==> config.mk <==
export PLATFORM = sky130hd
export DESIGN_NAME = deadline_priority_queue
export DESIGN_NICKNAME = d
export VERILOG_FILES = /design/src/hw/rtl/dpq_pkg.sv /design/src/hw/rtl/deadline_priority_queue.sv /design/src/hw/rtl/dpq_key_unit.sv /design/src/hw/rtl/dpq_store.sv
export SDC_FILE = /design/constraint.sdc
export NUM_CORES = 1
export LEC_CHECK = 0
export BUFFER_PORTS_ARGS = -buffer_cell sky130_fd_sc_hd__buf_2
export CORE_MARGIN = 2
export CORE_UTILIZATION = 38
export CTS_CLUSTER_SIZE = 14
export DETAILED_ROUTE_END_ITERATION = 16
export MAX_ROUTING_LAYER = met4
export PLACE_DENSITY = 0.51
export SLEW_MARGIN = 20
export SYNTH_ARGS = -nofsm -noshare
export SYNTH_HDL_FRONTEND = slang
export SYNTH_SLANG_ARGS = --single-unit
==> constraint.sdc <==
create_clock -name clk -period 10.1 [get_ports clk]
set_input_delay 0 -clock clk [delete_from_list [all_inputs] [get_ports clk]]
set_output_delay 0 -clock clk [all_outputs]
set_load 0.1 [all_outputs]
==> src/hw/rtl/dpq_pkg.sv <==
// ----------------------------------------------------------------------------
// dpq_pkg: shared types and constants of the deadline priority queue
// Task record layout, command, status and register codes, sequencer states.
// ----------------------------------------------------------------------------
package dpq_pkg;

  localparam int ID_W    = 16;
  localparam int IMP_W   = 4;
  localparam int DAY_W   = 5;
  localparam int MONTH_W = 4;
  localparam int YEAR_W  = 14;
  localparam int KEY_W   = 23;
  localparam int DIFF_W  = KEY_W + 1;
  localparam int LEFT_W  = 23;
  localparam int CFG_W   = 14;

  localparam int DAYS_PER_YEAR  = 365;
  localparam int DAYS_PER_MONTH = 30;

  localparam logic signed [DIFF_W-1:0] LEFT_MAX = DIFF_W'((1 << (LEFT_W - 1)) - 1);
  localparam logic signed [DIFF_W-1:0] LEFT_MIN = -DIFF_W'(1 << (LEFT_W - 1));

  typedef struct packed {
    logic [ID_W-1:0]    id;
    logic [IMP_W-1:0]   imp;
    logic [DAY_W-1:0]   day;
    logic [MONTH_W-1:0] month;
    logic [YEAR_W-1:0]  year;
  } task_t;

  typedef enum logic [1:0] {
    CMD_PUSH   = 2'd0,
    CMD_POP    = 2'd1,
    CMD_DELETE = 2'd2,
    CMD_PEEK   = 2'd3
  } cmd_t;

  typedef enum logic [1:0] {
    ST_OK        = 2'd0,
    ST_FULL      = 2'd1,
    ST_NOT_FOUND = 2'd2,
    ST_EMPTY     = 2'd3
  } status_t;

  typedef enum logic [1:0] {
    REG_TODAY_DAY   = 2'd0,
    REG_TODAY_MONTH = 2'd1,
    REG_TODAY_YEAR  = 2'd2
  } cfg_reg_t;

  typedef enum logic [2:0] {
    S_IDLE,
    S_PUSH_WALK,
    S_PUSH_LAST,
    S_DEL_SEARCH,
    S_DEL_SHIFT,
    S_HEAD_RD,
    S_RESULT
  } state_t;

endpackage

==> src/hw/rtl/deadline_priority_queue.sv <==
// ----------------------------------------------------------------------------
// deadline_priority_queue: sorted task queue with deadline ordering
// Holds up to QUEUE_DEPTH tasks sorted by date key (earlier first, higher
// importance first on equal keys, new task after equal entries). Runs push,
// pop, delete by id and peek, and reports the head after every command.
// ----------------------------------------------------------------------------
//
//  channel  | handshake          | payload
//  ---------+--------------------+------------------------------------------
//  command  | start / busy       | command, task_id, importance, due_*
//  result   | done (1-cycle)     | head_*, head_days_left, entry_count, status
//  config   | cfg_we             | cfg_index, cfg_data
//
//  A command transfers on a rising edge with start high and busy low. Each
//  entry visited takes a turn at the single memory read port and the
//  shared key unit, and busy stays high until the command is through, so a
//  new command waits for the last one to finish.
//  done pulses in the cycle after busy's last high cycle, with busy already
//  low. Reset empties the queue (entry contents stay undefined) and loads
//  today = 1/1/2000. The receiver cannot stall: take the result while done.
// ----------------------------------------------------------------------------
module deadline_priority_queue #(
  parameter int QUEUE_DEPTH = 16
) (
  input  logic                                clk,
  input  logic                                rst,
  // command channel
  input  logic                                start,
  output logic                                busy,
  input  logic [1:0]                          command,
  input  logic [dpq_pkg::ID_W-1:0]            task_id,
  input  logic [dpq_pkg::IMP_W-1:0]           importance,
  input  logic [dpq_pkg::DAY_W-1:0]           due_day,
  input  logic [dpq_pkg::MONTH_W-1:0]         due_month,
  input  logic [dpq_pkg::YEAR_W-1:0]          due_year,
  // result channel
  output logic                                done,
  output logic                                head_valid,
  output logic [dpq_pkg::ID_W-1:0]            head_id,
  output logic [dpq_pkg::IMP_W-1:0]           head_importance,
  output logic [dpq_pkg::DAY_W-1:0]           head_day,
  output logic [dpq_pkg::MONTH_W-1:0]         head_month,
  output logic [dpq_pkg::YEAR_W-1:0]          head_year,
  output logic signed [dpq_pkg::LEFT_W-1:0]   head_days_left,
  output logic [4:0]                          entry_count,
  output logic [1:0]                          status,
  // configuration port
  input  logic                                cfg_we,
  input  logic [1:0]                          cfg_index,
  input  logic [dpq_pkg::CFG_W-1:0]           cfg_data
);

  localparam int AW = (QUEUE_DEPTH > 1) ? $clog2(QUEUE_DEPTH) : 1;
  localparam int CW = $clog2(QUEUE_DEPTH + 1);
  localparam logic [CW-1:0] FULL_COUNT = CW'(QUEUE_DEPTH);
  localparam logic [CW-1:0] ONE_COUNT  = CW'(1);
  localparam logic [AW-1:0] ONE_IDX    = AW'(1);

  // configured current date
  logic [dpq_pkg::DAY_W-1:0]   today_day;
  logic [dpq_pkg::MONTH_W-1:0] today_month;
  logic [dpq_pkg::YEAR_W-1:0]  today_year;

  // sequencer and datapath registers
  dpq_pkg::state_t  state, state_next;
  logic [AW-1:0]    idx, idx_next;
  logic [AW-1:0]    last_idx, last_idx_next;
  logic [CW-1:0]    count, count_next;
  dpq_pkg::status_t cmd_status, cmd_status_next;
  dpq_pkg::task_t   pend, pend_next;
  logic [dpq_pkg::KEY_W-1:0] new_key, new_key_next;
  logic [dpq_pkg::KEY_W-1:0] today_key, today_key_next;

  // memory port
  logic           mem_we;
  logic [AW-1:0]  mem_waddr;
  dpq_pkg::task_t mem_wdata;
  logic [AW-1:0]  mem_raddr;
  dpq_pkg::task_t rd_data;

  // shared key unit
  logic [dpq_pkg::YEAR_W-1:0]         ku_year;
  logic [dpq_pkg::MONTH_W-1:0]        ku_month;
  logic [dpq_pkg::DAY_W-1:0]          ku_day;
  logic [dpq_pkg::IMP_W-1:0]          ku_imp;
  logic [dpq_pkg::KEY_W-1:0]          ku_ref_key;
  logic [dpq_pkg::KEY_W-1:0]          ku_key;
  logic signed [dpq_pkg::DIFF_W-1:0]  ku_diff;
  logic                               ku_later;

  logic            accept;
  logic            q_empty, q_full, at_last, id_match;
  dpq_pkg::cmd_t   cmd;
  dpq_pkg::task_t  in_task;
  logic signed [dpq_pkg::LEFT_W-1:0] left_sat;

  assign busy     = (state != dpq_pkg::S_IDLE);
  assign accept   = start && !busy;
  assign cmd      = dpq_pkg::cmd_t'(command);
  assign q_empty  = (count == '0);
  assign q_full   = (count == FULL_COUNT);
  assign at_last  = (idx == last_idx);
  assign id_match = (rd_data.id == pend.id);

  assign in_task = '{id: task_id, imp: importance, day: due_day,
                     month: due_month, year: due_year};

  // configuration writes; an index past the list is ignored
  always_ff @(posedge clk) begin
    if (rst) begin
      today_day   <= dpq_pkg::DAY_W'(1);
      today_month <= dpq_pkg::MONTH_W'(1);
      today_year  <= dpq_pkg::YEAR_W'(2000);
    end else if (cfg_we) begin
      unique case (cfg_index)
        dpq_pkg::REG_TODAY_DAY:   today_day   <= cfg_data[dpq_pkg::DAY_W-1:0];
        dpq_pkg::REG_TODAY_MONTH: today_month <= cfg_data[dpq_pkg::MONTH_W-1:0];
        dpq_pkg::REG_TODAY_YEAR:  today_year  <= cfg_data[dpq_pkg::YEAR_W-1:0];
        default: ;
      endcase
    end
  end

  // key unit operands: incoming task on accept, today's date before the
  // head read, the entry just read otherwise
  always_comb begin
    unique case (state)
      dpq_pkg::S_IDLE: begin
        ku_year  = due_year;
        ku_month = due_month;
        ku_day   = due_day;
        ku_imp   = importance;
      end
      dpq_pkg::S_HEAD_RD: begin
        ku_year  = today_year;
        ku_month = today_month;
        ku_day   = today_day;
        ku_imp   = '0;
      end
      default: begin
        ku_year  = rd_data.year;
        ku_month = rd_data.month;
        ku_day   = rd_data.day;
        ku_imp   = rd_data.imp;
      end
    endcase
  end

  assign ku_ref_key = (state == dpq_pkg::S_RESULT) ? today_key : new_key;

  dpq_key_unit u_key (
    .year    (ku_year),
    .month   (ku_month),
    .day     (ku_day),
    .imp     (ku_imp),
    .ref_key (ku_ref_key),
    .ref_imp (pend.imp),
    .key     (ku_key),
    .diff    (ku_diff),
    .later   (ku_later)
  );

  dpq_store #(
    .DEPTH (QUEUE_DEPTH),
    .AW    (AW)
  ) u_store (
    .clk   (clk),
    .we    (mem_we),
    .waddr (mem_waddr),
    .wdata (mem_wdata),
    .raddr (mem_raddr),
    .rdata (rd_data)
  );

  // next state
  always_comb begin
    state_next = state;
    unique case (state)
      dpq_pkg::S_IDLE: begin
        if (accept) begin
          unique case (cmd)
            dpq_pkg::CMD_PUSH:
              state_next = (q_empty || q_full) ? dpq_pkg::S_HEAD_RD : dpq_pkg::S_PUSH_WALK;
            dpq_pkg::CMD_POP:
              state_next = (count <= ONE_COUNT) ? dpq_pkg::S_HEAD_RD : dpq_pkg::S_DEL_SHIFT;
            dpq_pkg::CMD_DELETE:
              state_next = q_empty ? dpq_pkg::S_HEAD_RD : dpq_pkg::S_DEL_SEARCH;
            dpq_pkg::CMD_PEEK:
              state_next = dpq_pkg::S_HEAD_RD;
          endcase
        end
      end
      dpq_pkg::S_PUSH_WALK: begin
        priority if (!ku_later) state_next = dpq_pkg::S_HEAD_RD;
        else if (idx == '0)     state_next = dpq_pkg::S_PUSH_LAST;
        else                    state_next = dpq_pkg::S_PUSH_WALK;
      end
      dpq_pkg::S_PUSH_LAST: state_next = dpq_pkg::S_HEAD_RD;
      dpq_pkg::S_DEL_SEARCH: begin
        priority if (at_last) state_next = dpq_pkg::S_HEAD_RD;
        else if (id_match)    state_next = dpq_pkg::S_DEL_SHIFT;
        else                  state_next = dpq_pkg::S_DEL_SEARCH;
      end
      dpq_pkg::S_DEL_SHIFT: begin
        if (at_last) state_next = dpq_pkg::S_HEAD_RD;
      end
      dpq_pkg::S_HEAD_RD: state_next = dpq_pkg::S_RESULT;
      dpq_pkg::S_RESULT:  state_next = dpq_pkg::S_IDLE;
      default:            state_next = dpq_pkg::S_IDLE;
    endcase
  end

  // memory controls and datapath register updates
  always_comb begin
    mem_we          = 1'b0;
    mem_waddr       = idx + ONE_IDX;
    mem_wdata       = pend;
    mem_raddr       = idx + ONE_IDX;
    idx_next        = idx;
    last_idx_next   = last_idx;
    count_next      = count;
    cmd_status_next = cmd_status;
    pend_next       = pend;
    new_key_next    = new_key;
    today_key_next  = today_key;
    unique case (state)
      dpq_pkg::S_IDLE: begin
        if (accept) begin
          pend_next       = in_task;
          new_key_next    = ku_key;
          last_idx_next   = AW'(count - ONE_COUNT);
          cmd_status_next = dpq_pkg::ST_OK;
          if (cmd == dpq_pkg::CMD_PUSH) begin
            priority if (q_full) begin
              cmd_status_next = dpq_pkg::ST_FULL;
            end else if (q_empty) begin
              count_next = count + ONE_COUNT;
              mem_we     = 1'b1;
              mem_waddr  = '0;
              mem_wdata  = in_task;
            end else begin
              // walk down from the tail, moving later entries up by one
              count_next = count + ONE_COUNT;
              mem_raddr  = AW'(count - ONE_COUNT);
              idx_next   = AW'(count - ONE_COUNT);
            end
          end else if (q_empty) begin
            cmd_status_next = dpq_pkg::ST_EMPTY;
          end else if (cmd == dpq_pkg::CMD_POP) begin
            count_next = count - ONE_COUNT;
            mem_raddr  = ONE_IDX;
            idx_next   = ONE_IDX;
          end else if (cmd == dpq_pkg::CMD_DELETE) begin
            mem_raddr = '0;
            idx_next  = '0;
          end
        end
      end
      dpq_pkg::S_PUSH_WALK: begin
        mem_we = 1'b1;
        if (ku_later) begin
          mem_wdata = rd_data;
          mem_raddr = idx - ONE_IDX;
          idx_next  = idx - ONE_IDX;
        end
      end
      dpq_pkg::S_PUSH_LAST: begin
        mem_we    = 1'b1;
        mem_waddr = '0;
      end
      dpq_pkg::S_DEL_SEARCH: begin
        if (id_match) begin
          count_next = count - ONE_COUNT;
        end else if (at_last) begin
          cmd_status_next = dpq_pkg::ST_NOT_FOUND;
        end
        if (!at_last) begin
          idx_next = idx + ONE_IDX;
        end
      end
      dpq_pkg::S_DEL_SHIFT: begin
        // close the gap: move each later entry down by one
        mem_we    = 1'b1;
        mem_waddr = idx - ONE_IDX;
        mem_wdata = rd_data;
        if (!at_last) begin
          idx_next = idx + ONE_IDX;
        end
      end
      dpq_pkg::S_HEAD_RD: begin
        mem_raddr      = '0;
        today_key_next = ku_key;
      end
      dpq_pkg::S_RESULT: ;
      default: ;
    endcase
  end

  // saturate head key minus today's key to the result width
  always_comb begin
    priority if (ku_diff > dpq_pkg::LEFT_MAX) begin
      left_sat = dpq_pkg::LEFT_W'(dpq_pkg::LEFT_MAX);
    end else if (ku_diff < dpq_pkg::LEFT_MIN) begin
      left_sat = dpq_pkg::LEFT_W'(dpq_pkg::LEFT_MIN);
    end else begin
      left_sat = ku_diff[dpq_pkg::LEFT_W-1:0];
    end
  end

  always_ff @(posedge clk) begin
    if (rst) begin
      state <= dpq_pkg::S_IDLE;
      count <= '0;
      done  <= 1'b0;
    end else begin
      state <= state_next;
      count <= count_next;
      done  <= (state == dpq_pkg::S_RESULT);
    end
  end

  always_ff @(posedge clk) begin
    idx        <= idx_next;
    last_idx   <= last_idx_next;
    cmd_status <= cmd_status_next;
    pend       <= pend_next;
    new_key    <= new_key_next;
    today_key  <= today_key_next;
  end

  // load the result; an empty queue reports all head fields as zero
  always_ff @(posedge clk) begin
    if (state == dpq_pkg::S_RESULT) begin
      entry_count <= 5'(count);
      status      <= cmd_status;
      if (q_empty) begin
        head_valid      <= 1'b0;
        head_id         <= '0;
        head_importance <= '0;
        head_day        <= '0;
        head_month      <= '0;
        head_year       <= '0;
        head_days_left  <= '0;
      end else begin
        head_valid      <= 1'b1;
        head_id         <= rd_data.id;
        head_importance <= rd_data.imp;
        head_day        <= rd_data.day;
        head_month      <= rd_data.month;
        head_year       <= rd_data.year;
        head_days_left  <= left_sat;
      end
    end
  end

`ifndef NO_ASSERTIONS
  a_done_after_result: assert property (@(posedge clk) disable iff (rst)
    done |-> $past(state == dpq_pkg::S_RESULT))
    else $error("result strobe without a finished command");

  a_full_push_holds: assert property (@(posedge clk) disable iff (rst)
    (accept && cmd == dpq_pkg::CMD_PUSH && q_full) |=> (count == FULL_COUNT))
    else $error("push into full queue changed the count");

  a_head_valid_count: assert property (@(posedge clk) disable iff (rst)
    done |-> (head_valid == (count != '0)))
    else $error("head_valid disagrees with the entry count");

  a_walk_in_range: assert property (@(posedge clk) disable iff (rst)
    (state == dpq_pkg::S_DEL_SEARCH || state == dpq_pkg::S_DEL_SHIFT)
      |-> (idx <= last_idx))
    else $error("delete walk ran past the tail");

  a_count_bound: assert property (@(posedge clk) disable iff (rst)
    (state == dpq_pkg::S_PUSH_WALK) |-> (count <= FULL_COUNT && idx < last_idx + ONE_IDX))
    else $error("push walk outside the held entries");
`endif

endmodule

==> src/hw/rtl/dpq_key_unit.sv <==
// ----------------------------------------------------------------------------
// dpq_key_unit: shared date key, subtract and order compare
// Forms year*365 + month*30 + day, subtracts a reference key and tells
// whether the entry sorts after the reference task.
// ----------------------------------------------------------------------------
module dpq_key_unit (
  input  logic [dpq_pkg::YEAR_W-1:0]         year,
  input  logic [dpq_pkg::MONTH_W-1:0]        month,
  input  logic [dpq_pkg::DAY_W-1:0]          day,
  input  logic [dpq_pkg::IMP_W-1:0]          imp,
  input  logic [dpq_pkg::KEY_W-1:0]          ref_key,
  input  logic [dpq_pkg::IMP_W-1:0]          ref_imp,
  output logic [dpq_pkg::KEY_W-1:0]          key,
  output logic signed [dpq_pkg::DIFF_W-1:0]  diff,
  output logic                               later
);

  localparam logic [dpq_pkg::KEY_W-1:0] YEAR_MUL  = dpq_pkg::KEY_W'(dpq_pkg::DAYS_PER_YEAR);
  localparam logic [dpq_pkg::KEY_W-1:0] MONTH_MUL = dpq_pkg::KEY_W'(dpq_pkg::DAYS_PER_MONTH);

  assign key = dpq_pkg::KEY_W'(year) * YEAR_MUL
             + dpq_pkg::KEY_W'(month) * MONTH_MUL
             + dpq_pkg::KEY_W'(day);

  assign diff = $signed({1'b0, key}) - $signed({1'b0, ref_key});

  // strictly after: later date, or same date and lower importance
  assign later = (diff > 0) || ((diff == 0) && (imp < ref_imp));

endmodule

==> src/hw/rtl/dpq_store.sv <==
// ----------------------------------------------------------------------------
// dpq_store: task entry memory
// One write port, one read port with registered read data.
// ----------------------------------------------------------------------------
module dpq_store #(
  parameter int DEPTH = 16,
  parameter int AW    = 4
) (
  input  logic             clk,
  input  logic             we,
  input  logic [AW-1:0]    waddr,
  input  dpq_pkg::task_t   wdata,
  input  logic [AW-1:0]    raddr,
  output dpq_pkg::task_t   rdata
);

  dpq_pkg::task_t mem [DEPTH];

  always_ff @(posedge clk) begin
    if (we) begin
      mem[waddr] <= wdata;
    end
  end

  always_ff @(posedge clk) begin
    rdata <= mem[raddr];
  end

endmodule

# After elaboration in Yosys (flattened, before gate mapping)
# Memories as Yosys holds them, arrays and structs flattened. A register that Yosys moved wholly into a read port is not among the register bits.
# Index checks and enable logic that the tools add are counted.
[word_totals]
in_bits = 65
ff_bits = 205
ram_bits = 688
memories = 1
[memory_table]
columns = ["name", "words", "width", "read_ports", "rd_clocked_by_memory_dff", "write_ports", "line_no", "text"]
rows = [
  ["u_store.mem", 16, 43, 1, 1, 1, "dpq_store.sv:17", "dpq_pkg::task_t mem [DEPTH];"],
]
[op_classes]
addsub = 7
order_cmp = 5
reduce_logical = 25
n_mux = 70
eq_ne = 26
mul = 2
[op_table]
columns = ["operator", "count"]
rows = [
  ["$mux W43", 5],
  ["$pmux W43 S3", 1],
  ["$mux W4", 21],
  ["$mux W23", 2],
  ["$pmux W4 S3", 3],
  ["$logic_not A32 Y1", 1],
  ["$mux W5", 6],
  ["$pmux W14 S2", 1],
  ["$gt A24 B1 Y1 const B", 1],
  ["$gt A24 B23 Y1 const B", 1],
  ["$lt A24 B23 Y1 const B", 1],
  ["$sub A23 B23 Y24", 1],
  ["$add A23 B5 Y23", 1],
  ["$add A23 B9 Y23", 1],
  ["$mul A14 B9 Y23 const B", 1],
  ["$mux W22", 1],
  ["$mux W3", 7],
  ["$pmux W5 S2", 2],
  ["$pmux W3 S6", 1],
  ["$eq A16 B16 Y1", 1],
  ["$pmux W4 S2", 2],
  ["$ne A2 B2 Y1 const B", 7],
  ["$mux W2", 6],
  ["$ne A3 B3 Y1 const B", 4],
  ["other kinds (34)", 57],
]

# Longest topological paths before layout
# Gate-level depths: netlist of the first run.
[depth]
depth_word = 11
ltp_mapped = 52
mapped_depth_nobuf = 44

# Cells and area by module
# A second synthesis of the first run with hierarchy kept.
[unflattened]
hier_cells = 2532
hier_area_um2 = 40934.3
[by_module_without_submodules]
columns = ["module", "area_per_inst_um2", "n_inst", "cells_each"]
rows = [
  ["dpq_store", 26639.3, 1, 1116],
  ["deadline_priority_queue", 9524.1, 1, 840],
  ["dpq_key_unit", 4770.8, 1, 576],
]

# Worst setup path after synthesis of the first run
# No wires, ideal clock.
[synth_timing]
path_kind = "reg2reg"
start = "reg state[1]"
end = "reg u_store.rdata[40] (netlist name)"
t_arrival_ps = 10841
period_less_slack_ps = 10957
slack_ps = -857
path_stages_with_launch = 47
cell_sequence = "dfxtp_1 -> clkbuf_1 -> or2_2 -> nor2_1 -> clkbuf_1 -> nor2_1 -> a221oi_1 -> inv_1 -> fa_1 -> inv_1 -> fa_1 -> fa_1 -> fa_1 -> fa_1 -> fa_1 -> inv_1 -> ha_1 -> a21oi_1 -> [11 not listed] -> ha_1 -> and3_1 -> and3_1 -> a211oi_1 -> o21bai_1 -> a211oi_1 -> a21oi_1 -> xnor2_1 -> o211a_1 -> and4_4 -> o31a_4 -> and2_1 -> buf_6 -> buf_6 -> buf_4 -> mux2_1 -> a221o_1 -> o211a_1"
[synth_between]
elab_chain_len = 11
elab_cells_between_ends = 25
cone_classes = "add/sub: 3; mul: 2; order compare: 2; eq/ne: 3; mux: 8; reduce/logical: 7"
[synth_rtl]
columns = ["item", "line_no", "text"]
rows = [
  ["from (decl)", "deadline_priority_queue.sv:65", "dpq_pkg::state_t state, state_next;"],
  ["from (signal assigned)", "deadline_priority_queue.sv:312", "state <= dpq_pkg::S_IDLE;"],
  ["from (signal assigned)", "deadline_priority_queue.sv:316", "state <= state_next;"],
  ["$eq A3 B3 Y1 or $logic_not A3 Y1 (tied branches)", "deadline_priority_queue.sv:127", "unique case (state)"],
  ["$pmux W14 S2 or $pmux W4 S2 (tied branches)", "deadline_priority_queue.sv:127", ""],
  ["$mul A14 B9 Y23 or $mul A4 B4 Y8 (tied branches)", "dpq_key_unit.sv:21, dpq_key_unit.sv:22", ""],
  ["$add A23 B9 Y23", "dpq_key_unit.sv:22", "+ dpq_pkg::KEY_W'(month) * MONTH_MUL"],
  ["$add A23 B5 Y23 *", "dpq_key_unit.sv:23", "+ dpq_pkg::KEY_W'(day);"],
  ["net ku_key, one bit", "deadline_priority_queue.sv:87", "logic [dpq_pkg::KEY_W-1:0] ku_key;"],
  ["$sub A23 B23 Y24 *", "dpq_key_unit.sv:25", "assign diff = $signed({1'b0, key}) - $signed({1'b0, ref_key});"],
  ["parallel branches: the longest is 2 deep, another holds $gt A24 B1 Y1", "-", ""],
  ["$logic_or A1 B1 Y1 *", "dpq_key_unit.sv:28", "assign later = (diff > 0) || ((diff == 0) && (imp < ref_imp));"],
  ["$mux W4 *", "deadline_priority_queue.sv:261", "if (ku_later) begin"],
  ["$pmux W4 S3 *", "deadline_priority_queue.sv:226", "unique case (state)"],
]
# Mark *: on every way through the listed nets, which the timed path passes.
# A chain may end at the register's enable or synchronous reset.

# Worst setup path after layout of the first run
[layout_timing]
start = "reg state[1]"
end = "reg u_store.rdata[11] (netlist name)"
[layout_between]
elab_chain_len = 11
elab_cells_between_ends = 25
cone_classes = "add/sub: 3; mul: 2; order compare: 2; eq/ne: 3; mux: 8; reduce/logical: 7"
[layout_rtl]
columns = ["item", "line_no"]
rows = [
  ["$eq A3 B3 Y1 or $logic_not A3 Y1 (tied branches)", "deadline_priority_queue.sv:127"],
  ["$pmux W14 S2 or $pmux W4 S2 (tied branches)", "deadline_priority_queue.sv:127"],
  ["$mul A14 B9 Y23 or $mul A4 B4 Y8 (tied branches)", "dpq_key_unit.sv:21, dpq_key_unit.sv:22"],
  ["$add A23 B9 Y23", "dpq_key_unit.sv:22"],
  ["$add A23 B5 Y23 *", "dpq_key_unit.sv:23"],
  ["net ku_key, one bit", "deadline_priority_queue.sv:87"],
  ["$sub A23 B23 Y24 *", "dpq_key_unit.sv:25"],
  ["parallel branches: the longest is 2 deep, another holds $gt A24 B1 Y1", "-"],
  ["$logic_or A1 B1 Y1 *", "dpq_key_unit.sv:28"],
  ["$mux W4 *", "deadline_priority_queue.sv:261"],
  ["$pmux W4 S3 *", "deadline_priority_queue.sv:226"],
]
# Marked as above.

==> results by group, run 1 <==
Status
  • Outcome: finished, violations left
  • Failing checks: setup timing

Final layout
  • Commonest non-fill, non-tap cell in the layout: edfxtp_1
  • Area growth syn-to-layout: 32.4%
  • Most frequent cells in the layout: 861 x edfxtp_1, 327 x nand2_1, 314 x buf_4
  • Final Util: 50.8%
  • Final net count: 4055
  • Layout cells sized above 1: 27.8%
  • Filler cells: 9436

Setup path
  • Reg2Reg Depth: 47
  • Critical R2R Launch: state[1]$_SDFFE_PP0P_
  • CP max FO: 8
  • Critical-path top delay cell: or4_4
  • Worst Setup Start Kind: register
  • Critical path class: reg -> reg
  • CP Launch Point: state[1]$_SDFFE_PP0P_
  • Req. time, crit path: 10.73 ns
  • Top cell by count, worst path: buf_4
  • RR Endpoint: u_store.rdata[11]$_DFF_P_
  • Worst Path Arrival: 11.08 ns
  • FF-to-FF setup slack: -0.35 ns
  • Crit-path max cell delay: 0.56 ns
  • Crit path capture type: register

Yosys
  • Post-synth top flop: edfxtp_1
  • Netlist cell types: 89
  • Fraction of registers with async set/reset: 0%
  • Post-Synthesis Cell Area: 0.0433 sq mm
  • Cells after Synth: 3209
  • Mapped Avg Cell Area: 13.5 sq um
  • Synth Register Bits: 936
  • Synth Net Count: 3450
  • Number of enable flip-flop cells after synthesis: 861
  • Sequential share of the synthesized area: 63.2%
  • Ys Warns: 0

Worst hold path
  • Hold Startpoint: task_id[5]
  • Hold path cells: 2
  • Min-Delay Endpoint: pend[32]$_DFFE_PP_
  • Hold crit path type: in -> reg

Clock network
  • CTS Buf Count: 101
  • CTS tree: done
  • Clk slew on worst S/H paths: 0.06 ns
  • Max Buffers Root-to-Sink: 3
  • Clock sinks: 936
  • Latest clock arrival within the worst-skew pair: 0.70 ns
  • H-tree levels: 3
  • Root buffer cell: clkbuf_16

Floorplanning
  • I/O pin cnt: 141
  • Rows: 123
  • Die height: 342 um
  • Initial core utilization: 38.4%
  • Core Box Area: 0.113 sq mm
  • Die width: 342 um
  • Die area: 0.117 sq mm

Drt
  • DR vias: 30827
  • Drt wl/cell: 26.4 um
  • DRC: 0
  • Final ANT Viol Nets: 0
  • Routed vias/inst: 5.70
  • Routed WL: 143 mm
  • TritonRoute pass-1 iters: 6
  • DRT iter0 DRCs: 2663

STA
  • Final hold vios: 0
  • Post-route minimum period: 10.45 ns
  • Fin crit share: 103%
  • Setup Viol. Count Final: 43
  • Worst Tran Pin Value: 1.15 ns
  • Clock Skew: 0.0272 ns
  • Max_slew headroom: 23.6%
  • RSZ-0062 raised after global routing: true
  • Fin. max-slew vios: 0
  • Setup TNS: -6.74 ns
  • Max Clock Freq: 95.7 MHz
  • Hold Slack: 0.0436 ns
  • Setup slack after layout: -0.348 ns

Placed design
  • Final estimated routing congestion in global placement: 0.860
  • Dpl ws: -1.03 ns
  • Port Buffer Count: 140
  • DP HPWL: 83.8 mm

GRT
  • Largest net degree at the start of global routing: 75
  • First-pass GRT wire length: 207 mm
  • Overall Global Routing Usage: 24.5%
  • Grt ovf: 0
  • Vias in the first global route: 31093
  • Initial antenna violation count: 2

Run
  • Number of max-cap violations: 0
## worst max path at each step
stage,end,slack (ns),depth (start not counted)
3_5_place_dp,u_store.rdata[11]$_DFF_P_,-1.03,45
6_report,u_store.rdata[11]$_DFF_P_,-0.35,47
4_1_cts,u_store.rdata[6]$_DFF_P_,-0.39,45
2_1_floorplan,u_store.rdata[40]$_DFF_P_,0.01,49
5_1_grt,u_store.rdata[11]$_DFF_P_,-0.72,51
3_3_place_gp,u_store.rdata[6]$_DFF_P_,-0.96,44
## metal layers
| layer | global-route usage (%) | vias to the layer above | part of all wire, % |
|---|---|---|---|
| met5 | - | - | 0 |
| met4 | 6.53 | 0 | 2.4 |
| met3 | 3.58 | 224 | 6.5 |
| met2 | 39.7 | 1128 | 48 |
| met1 | 32.4 | 15804 | 43 |
| li1 | - | 13671 | - |
## state kept, by name (all words and copies together), names as in the netlist, 5 cells and up
signal and count:
entry_count 5, today_day 5, u_store.mem 688, head_id 16, today_key 23, head_days_left 23, head_year 14, today_year 14
u_store.rdata 43, new_key 23, head_day 5, count 5, pend 43
## cell families after synthesis
group	count (synthesis)	share of synthesized area [%]
AO/OA/AOI/OAI	895	16.0
buffers and inverters	355	3.39
XOR/XNOR	76	1.57
flip-flops	936	63.2
adder cells (fa/ha/maj)	184	6.29
AND/OR/NAND/NOR	645	6.68
multiplexers	118	2.86
## stage by stage
step / area, sq um / std cells
2_1_floorplan: 43400 / 3209
3_3_place_gp: 49100 / 5005
3_5_place_dp: 49100 / 5005
4_1_cts: 56100 / 5368
5_1_grt: 57300 / 5403
6_report: 57300 / 5404
## critical path, delay by kind of cell, from the launching register on
family,cells,cell delay [ns]
XOR/XNOR,1,0.16
buffers and inverters,12,1.57
AND/OR/NAND/NOR,10,2.00
AO/OA/AOI/OAI,16,2.77
flip-flops,1,0.35
adder cells (fa/ha/maj),8,3.53
## synthesized netlist by cell type (7+ instances only)
cell type,instances,area share (%)
o21ai_0,28,0.32
buf_2,15,0.17
nand2_1,329,2.9
a21o_1,18,0.31
nor2_1,150,1.3
nand2b_1,8,0.12
nand4_1,14,0.20
fa_1,59,2.7
buf_1,12,0.10
o211a_1,45,1.0
clkbuf_1,175,1.5
buf_6,13,0.34
inv_1,135,1.2
a31oi_1,8,0.12
and2_1,52,0.75
mux2_1,39,1.0
xnor2_1,42,0.85
a211oi_1,9,0.16
o211ai_1,46,0.80
mux2i_1,71,1.6
a22oi_1,21,0.36
dfxtp_1,75,3.5
xor2_1,33,0.67
o22ai_1,9,0.13
nand3b_1,10,0.17
a2111oi_0,170,3.4
nor3_1,11,0.13
edfxtp_1,861,60
a21oi_1,193,2.2
and3_1,11,0.16
mux2_2,8,0.21
o21bai_1,10,0.17
maj3_1,8,0.18
ha_1,117,3.4
nand3_1,14,0.16
a21boi_0,129,2.2
o21ai_1,7,0.081
or2_2,7,0.10
a221o_1,132,3.1
## repair_timing
action / in CTS / in global routing
endpoints found under the hold margin: 78 / 0
setup endpoints to repair: 733 / 738
resized for setup: 407 / 199
pin swaps: 99 / 78
buffers inserted: 66 / 36
gates cloned: 27 / 4
hold buffers: 82 / 0
## cell type report
type | count | area [sq um] | area share, %
sequential | 936 | 27400 | 47.7
multi-input combinational | 1920 | 16800 | 29.4
timing repair buffer | 720 | 7420 | 12.9
clock buffer | 134 | 2740 | 4.79
tap | 1500 | 1880 | 3.27
clock inverter | 56 | 553 | 0.965
inverter | 135 | 509 | 0.889
antenna | 3 | 7.51 | 0.0131
Power of run 1 is left out: the tool's default activity adds up to more than one toggle a clock period on the data nets, which glitch-free logic cannot reach.
==> run 2, diff against run 1 <==
- SYNTH_HIERARCHICAL: default -> 1
==> run 2 against run 1 <==
Worst hold slack better by 0.0090 ns. Non-clock buffer count down 170. Routed wire length down 18%. Clock skew up 0.034 ns. Global-route usage down 3.3 points. First-iteration DRC count down 13%. Sequential cell count unchanged. Final cell count down 16%. The run now ends clean. Largest cell class unchanged.
==> results by group, run 2 <==
Yosys
  • Largest cells by area after synthesis: edfxtp_1 63%, mux4_2 9.5%, dfxtp_1 3.7%
  • Synth Net Count: 2775 (-20%)
  • Yosys top cell by area: edfxtp_1
  • Cells after Synth: 2532 (-21%)
  • Mapped Avg Cell Area: 16.2 sq um (+20%)
  • Fraction of registers with async set/reset: 0% (unchanged)
  • Number of enable flip-flop cells after synthesis: 861 (unchanged)
  • Most instantiated cells after synthesis: 861 x edfxtp_1, 201 x nand2_1, 172 x mux4_2
  • Post-Synthesis Cell Area: 0.0409 sq mm (-5.5%)
  • Synth top area share: 63.2% (+3.4 points)
  • Synth Register Bits: 936 (unchanged)
  • Netlist cell types: 78 (-12%)
  • Sequential share of the synthesized area: 66.8% (+3.6 points)
  • Most common cell in the synthesized netlist: edfxtp_1
  • Ys Warns: 6 (+6)
  • Post-synth top flop: edfxtp_1

Setup path
  • FF-to-FF setup slack: 0.07 ns (+0.42 ns)
  • Crit path capture type: register
  • CP max FO: 16 (+8)
  • Critical-path top delay cell: fa_1
  • CP Launch Point: state[0]$_SDFFE_PP0P_
  • Crit-path max cell delay: 0.58 ns (+0.02 ns)
  • Cell count along the critical path: 47 (unchanged)
  • CP top delay family: adder cells
  • CP bufs+invs: 10 (-2)
  • Worst Path Arrival: 10.58 ns (-0.50 ns)
  • Req. time, crit path: 10.65 ns (-0.08 ns)
  • Reg2Reg Depth: 47 (unchanged)
  • RR Endpoint: u_store/rdata[34]$_DFF_P_
  • Critical path class: reg -> reg
  • Critical Path Sink: u_store/rdata[34]$_DFF_P_
  • Critical R2R Launch: state[0]$_SDFFE_PP0P_
  • Worst Setup Start Kind: register
  • Top cell by count, worst path: fa_1

Floorplanning
  • Initial core utilization: 38.3% (-0.092 points)
  • I/O pin cnt: 141 (unchanged)
  • Die area: 0.110 sq mm (-5.4%)
  • Die height: 332 um (-2.7%)
  • Die width: 332 um (-2.7%)
  • Rows: 120 (-2.4%)
  • Core Box Area: 0.107 sq mm (-5.2%)

Placed design
  • Port Buffer Count: 140 (unchanged)
  • DP HPWL: 66.9 mm (-20%)
  • Dpl ws: -0.758 ns (+0.274 ns)
  • Final estimated routing congestion in global placement: 0.838 (-2.5%)
  • Placed Instances: 4225 (-16%)

Drt
  • TritonRoute pass-1 iters: 5 (-1)
  • Routed vias/inst: 5.43 (-4.8%)
  • Routed WL: 117 mm (-18%)
  • DR vias: 24766 (-20%)
  • DRT iter0 DRCs: 2323 (-13%)
  • Final ANT Viol Nets: 0 (unchanged)
  • DRC: 0 (unchanged)
  • Drt wl/cell: 25.7 um (-2.8%)

Status
  • Outcome: complete, no violations

Clock network
  • CTS tree: done
  • Latest clock arrival within the worst-skew pair: 0.70 ns (about the same)
  • H-tree levels: 3 (unchanged)
  • Clock sinks: 936 (unchanged)
  • Clk slew on worst S/H paths: 0.06 ns (about the same)
  • CTS Buf Count: 100 (-0.99%)
  • Max Buffers Root-to-Sink: 3 (unchanged)
  • Root buffer cell: clkbuf_16

Final layout
  • Most flops, register: u_store/mem
  • Commonest non-fill, non-tap cell in the layout: edfxtp_1
  • Leading registers by flop count: u_store/mem (688), pend (43), u_store/rdata (43)
  • Layout cells sized above 1: 31.6% (+3.8 points)
  • Multi-input logic area: 0.0133 sq mm (-21%)
  • Area growth syn-to-layout: 25.3%
  • Non-filler instance count after layout: 4561 (-16%)
  • Max reg flops: 688 (unchanged)
  • Filler cells: 9184 (-2.7%)
  • Final net count: 3314 (-18%)
  • Storage cell area: 0.0274 sq mm (about the same)
  • Most frequent cells in the layout: 861 x edfxtp_1, 241 x buf_4, 187 x nand2_1

STA
  • Setup slack after layout: 0.0698 ns (+0.418 ns)
  • Post-route minimum period: 10.03 ns (-0.418 ns)
  • Setup Viol. Count Final: 0 (-100%)
  • Fin. max-slew vios: 0 (unchanged)
  • RSZ-0062 raised after global routing: true
  • Max_slew headroom: 24.3% (+0.67 points)
  • Worst Tran Pin Value: 1.14 ns (-0.0101 ns)
  • Clock Skew: 0.0612 ns (+0.0340 ns)
  • Max Clock Freq: 99.7 MHz (+4.2%)
  • Fin crit share: 99.3% (-4.1 points)
  • Final hold vios: 0 (unchanged)

GRT
  • Vias in the first global route: 25141 (-19%)
  • Grt ovf: 0 (unchanged)
  • Initial antenna violation count: 4 (+2)
  • First-pass GRT wire length: 167 mm (-19%)
  • Overall Global Routing Usage: 21.2% (-3.3 points)
  • Largest net degree at the start of global routing: 100 (+33%)

Worst hold path
  • Hold path cells: 2 (unchanged)
  • Hold Startpoint: task_id[10]
  • Hold crit path type: in -> reg

Run
  • Number of max-cap violations: 0 (unchanged)
run 2: cell count changes after synthesis, moves of 59 or more:
cell,change
nand2_1,-128
mux2i_1,-59
a21boi_0,-128
mux4_2,+172
clkbuf_1,-104
a2111oi_0,-168
a21oi_1,-131
a22oi_1,+131
a221o_1,-132
run 2: final cells by class:
type	count	area share (%)
Clock buffer	125	5.22
Clock inverter	63	1.34
Timing Repair Buffer	550	9.39
Multi-Input combinational cell	1312	26.0
Antenna cell	1	0.00488
Tap cell	1403	3.42
Sequential cell	936	53.4
Inverter	171	1.26
run 2: worst min path at each step:
stage | end
final | pend[37]$_DFFE_PP_
after global routing | pend[42]$_DFFE_PP_
after CTS | pend[42]$_DFFE_PP_
after detailed placement | pend[32]$_DFFE_PP_
after global placement | pend[32]$_DFFE_PP_
after floorplan | pend[0]$_DFFE_PP_
run 2: repair_timing:
action	4_1_cts	5_1_grt
endpoints found under the setup margin	732	731
setup buffers	32	20
gates cloned	8	13
resized for setup	110	122
hold buffers	79	0
pin swaps	60	75
endpoints found under the hold margin	786	0
run 2: cell families after synthesis:
| kind of cell | after synthesis | synth area share, % |
|---|---|---|
| AO/OA/AOI/OAI | 383 | 6.39 |
| XOR/XNOR | 70 | 1.50 |
| adder cells (fa/ha/maj) | 178 | 6.52 |
| buffers and inverters | 284 | 2.88 |
| flip-flops | 936 | 66.8 |
| multiplexers | 213 | 10.6 |
| AND/OR/NAND/NOR | 468 | 5.33 |
run 2: per-layer routing:
layer	vias to the layer above	global-route usage (%)	wire (um)	share of wire (%)
li1	10827	-	-	-
met5	-	-	0	0
met2	903	33.4	56100	48
met3	151	4.05	8610	7.4
met1	12885	28.6	50100	43
met4	0	4.73	2260	1.9
run 2: per-stage QoR:
step	hold WS (ns)	TNS (ns)	cell area [sq um]	utilization [%]
final	0.0526	0	51300	48.0
after global routing	0.0269	-68.12	51300	48.0
after CTS	0.00144	-0.00408	50500	47.2
after detailed placement	0.194	-233.49	45300	42.4
after global placement	0.195	-170.84	45300	42.4
after floorplan	0.0989	0	41100	-
Power of run 2 is left out for the same reason.
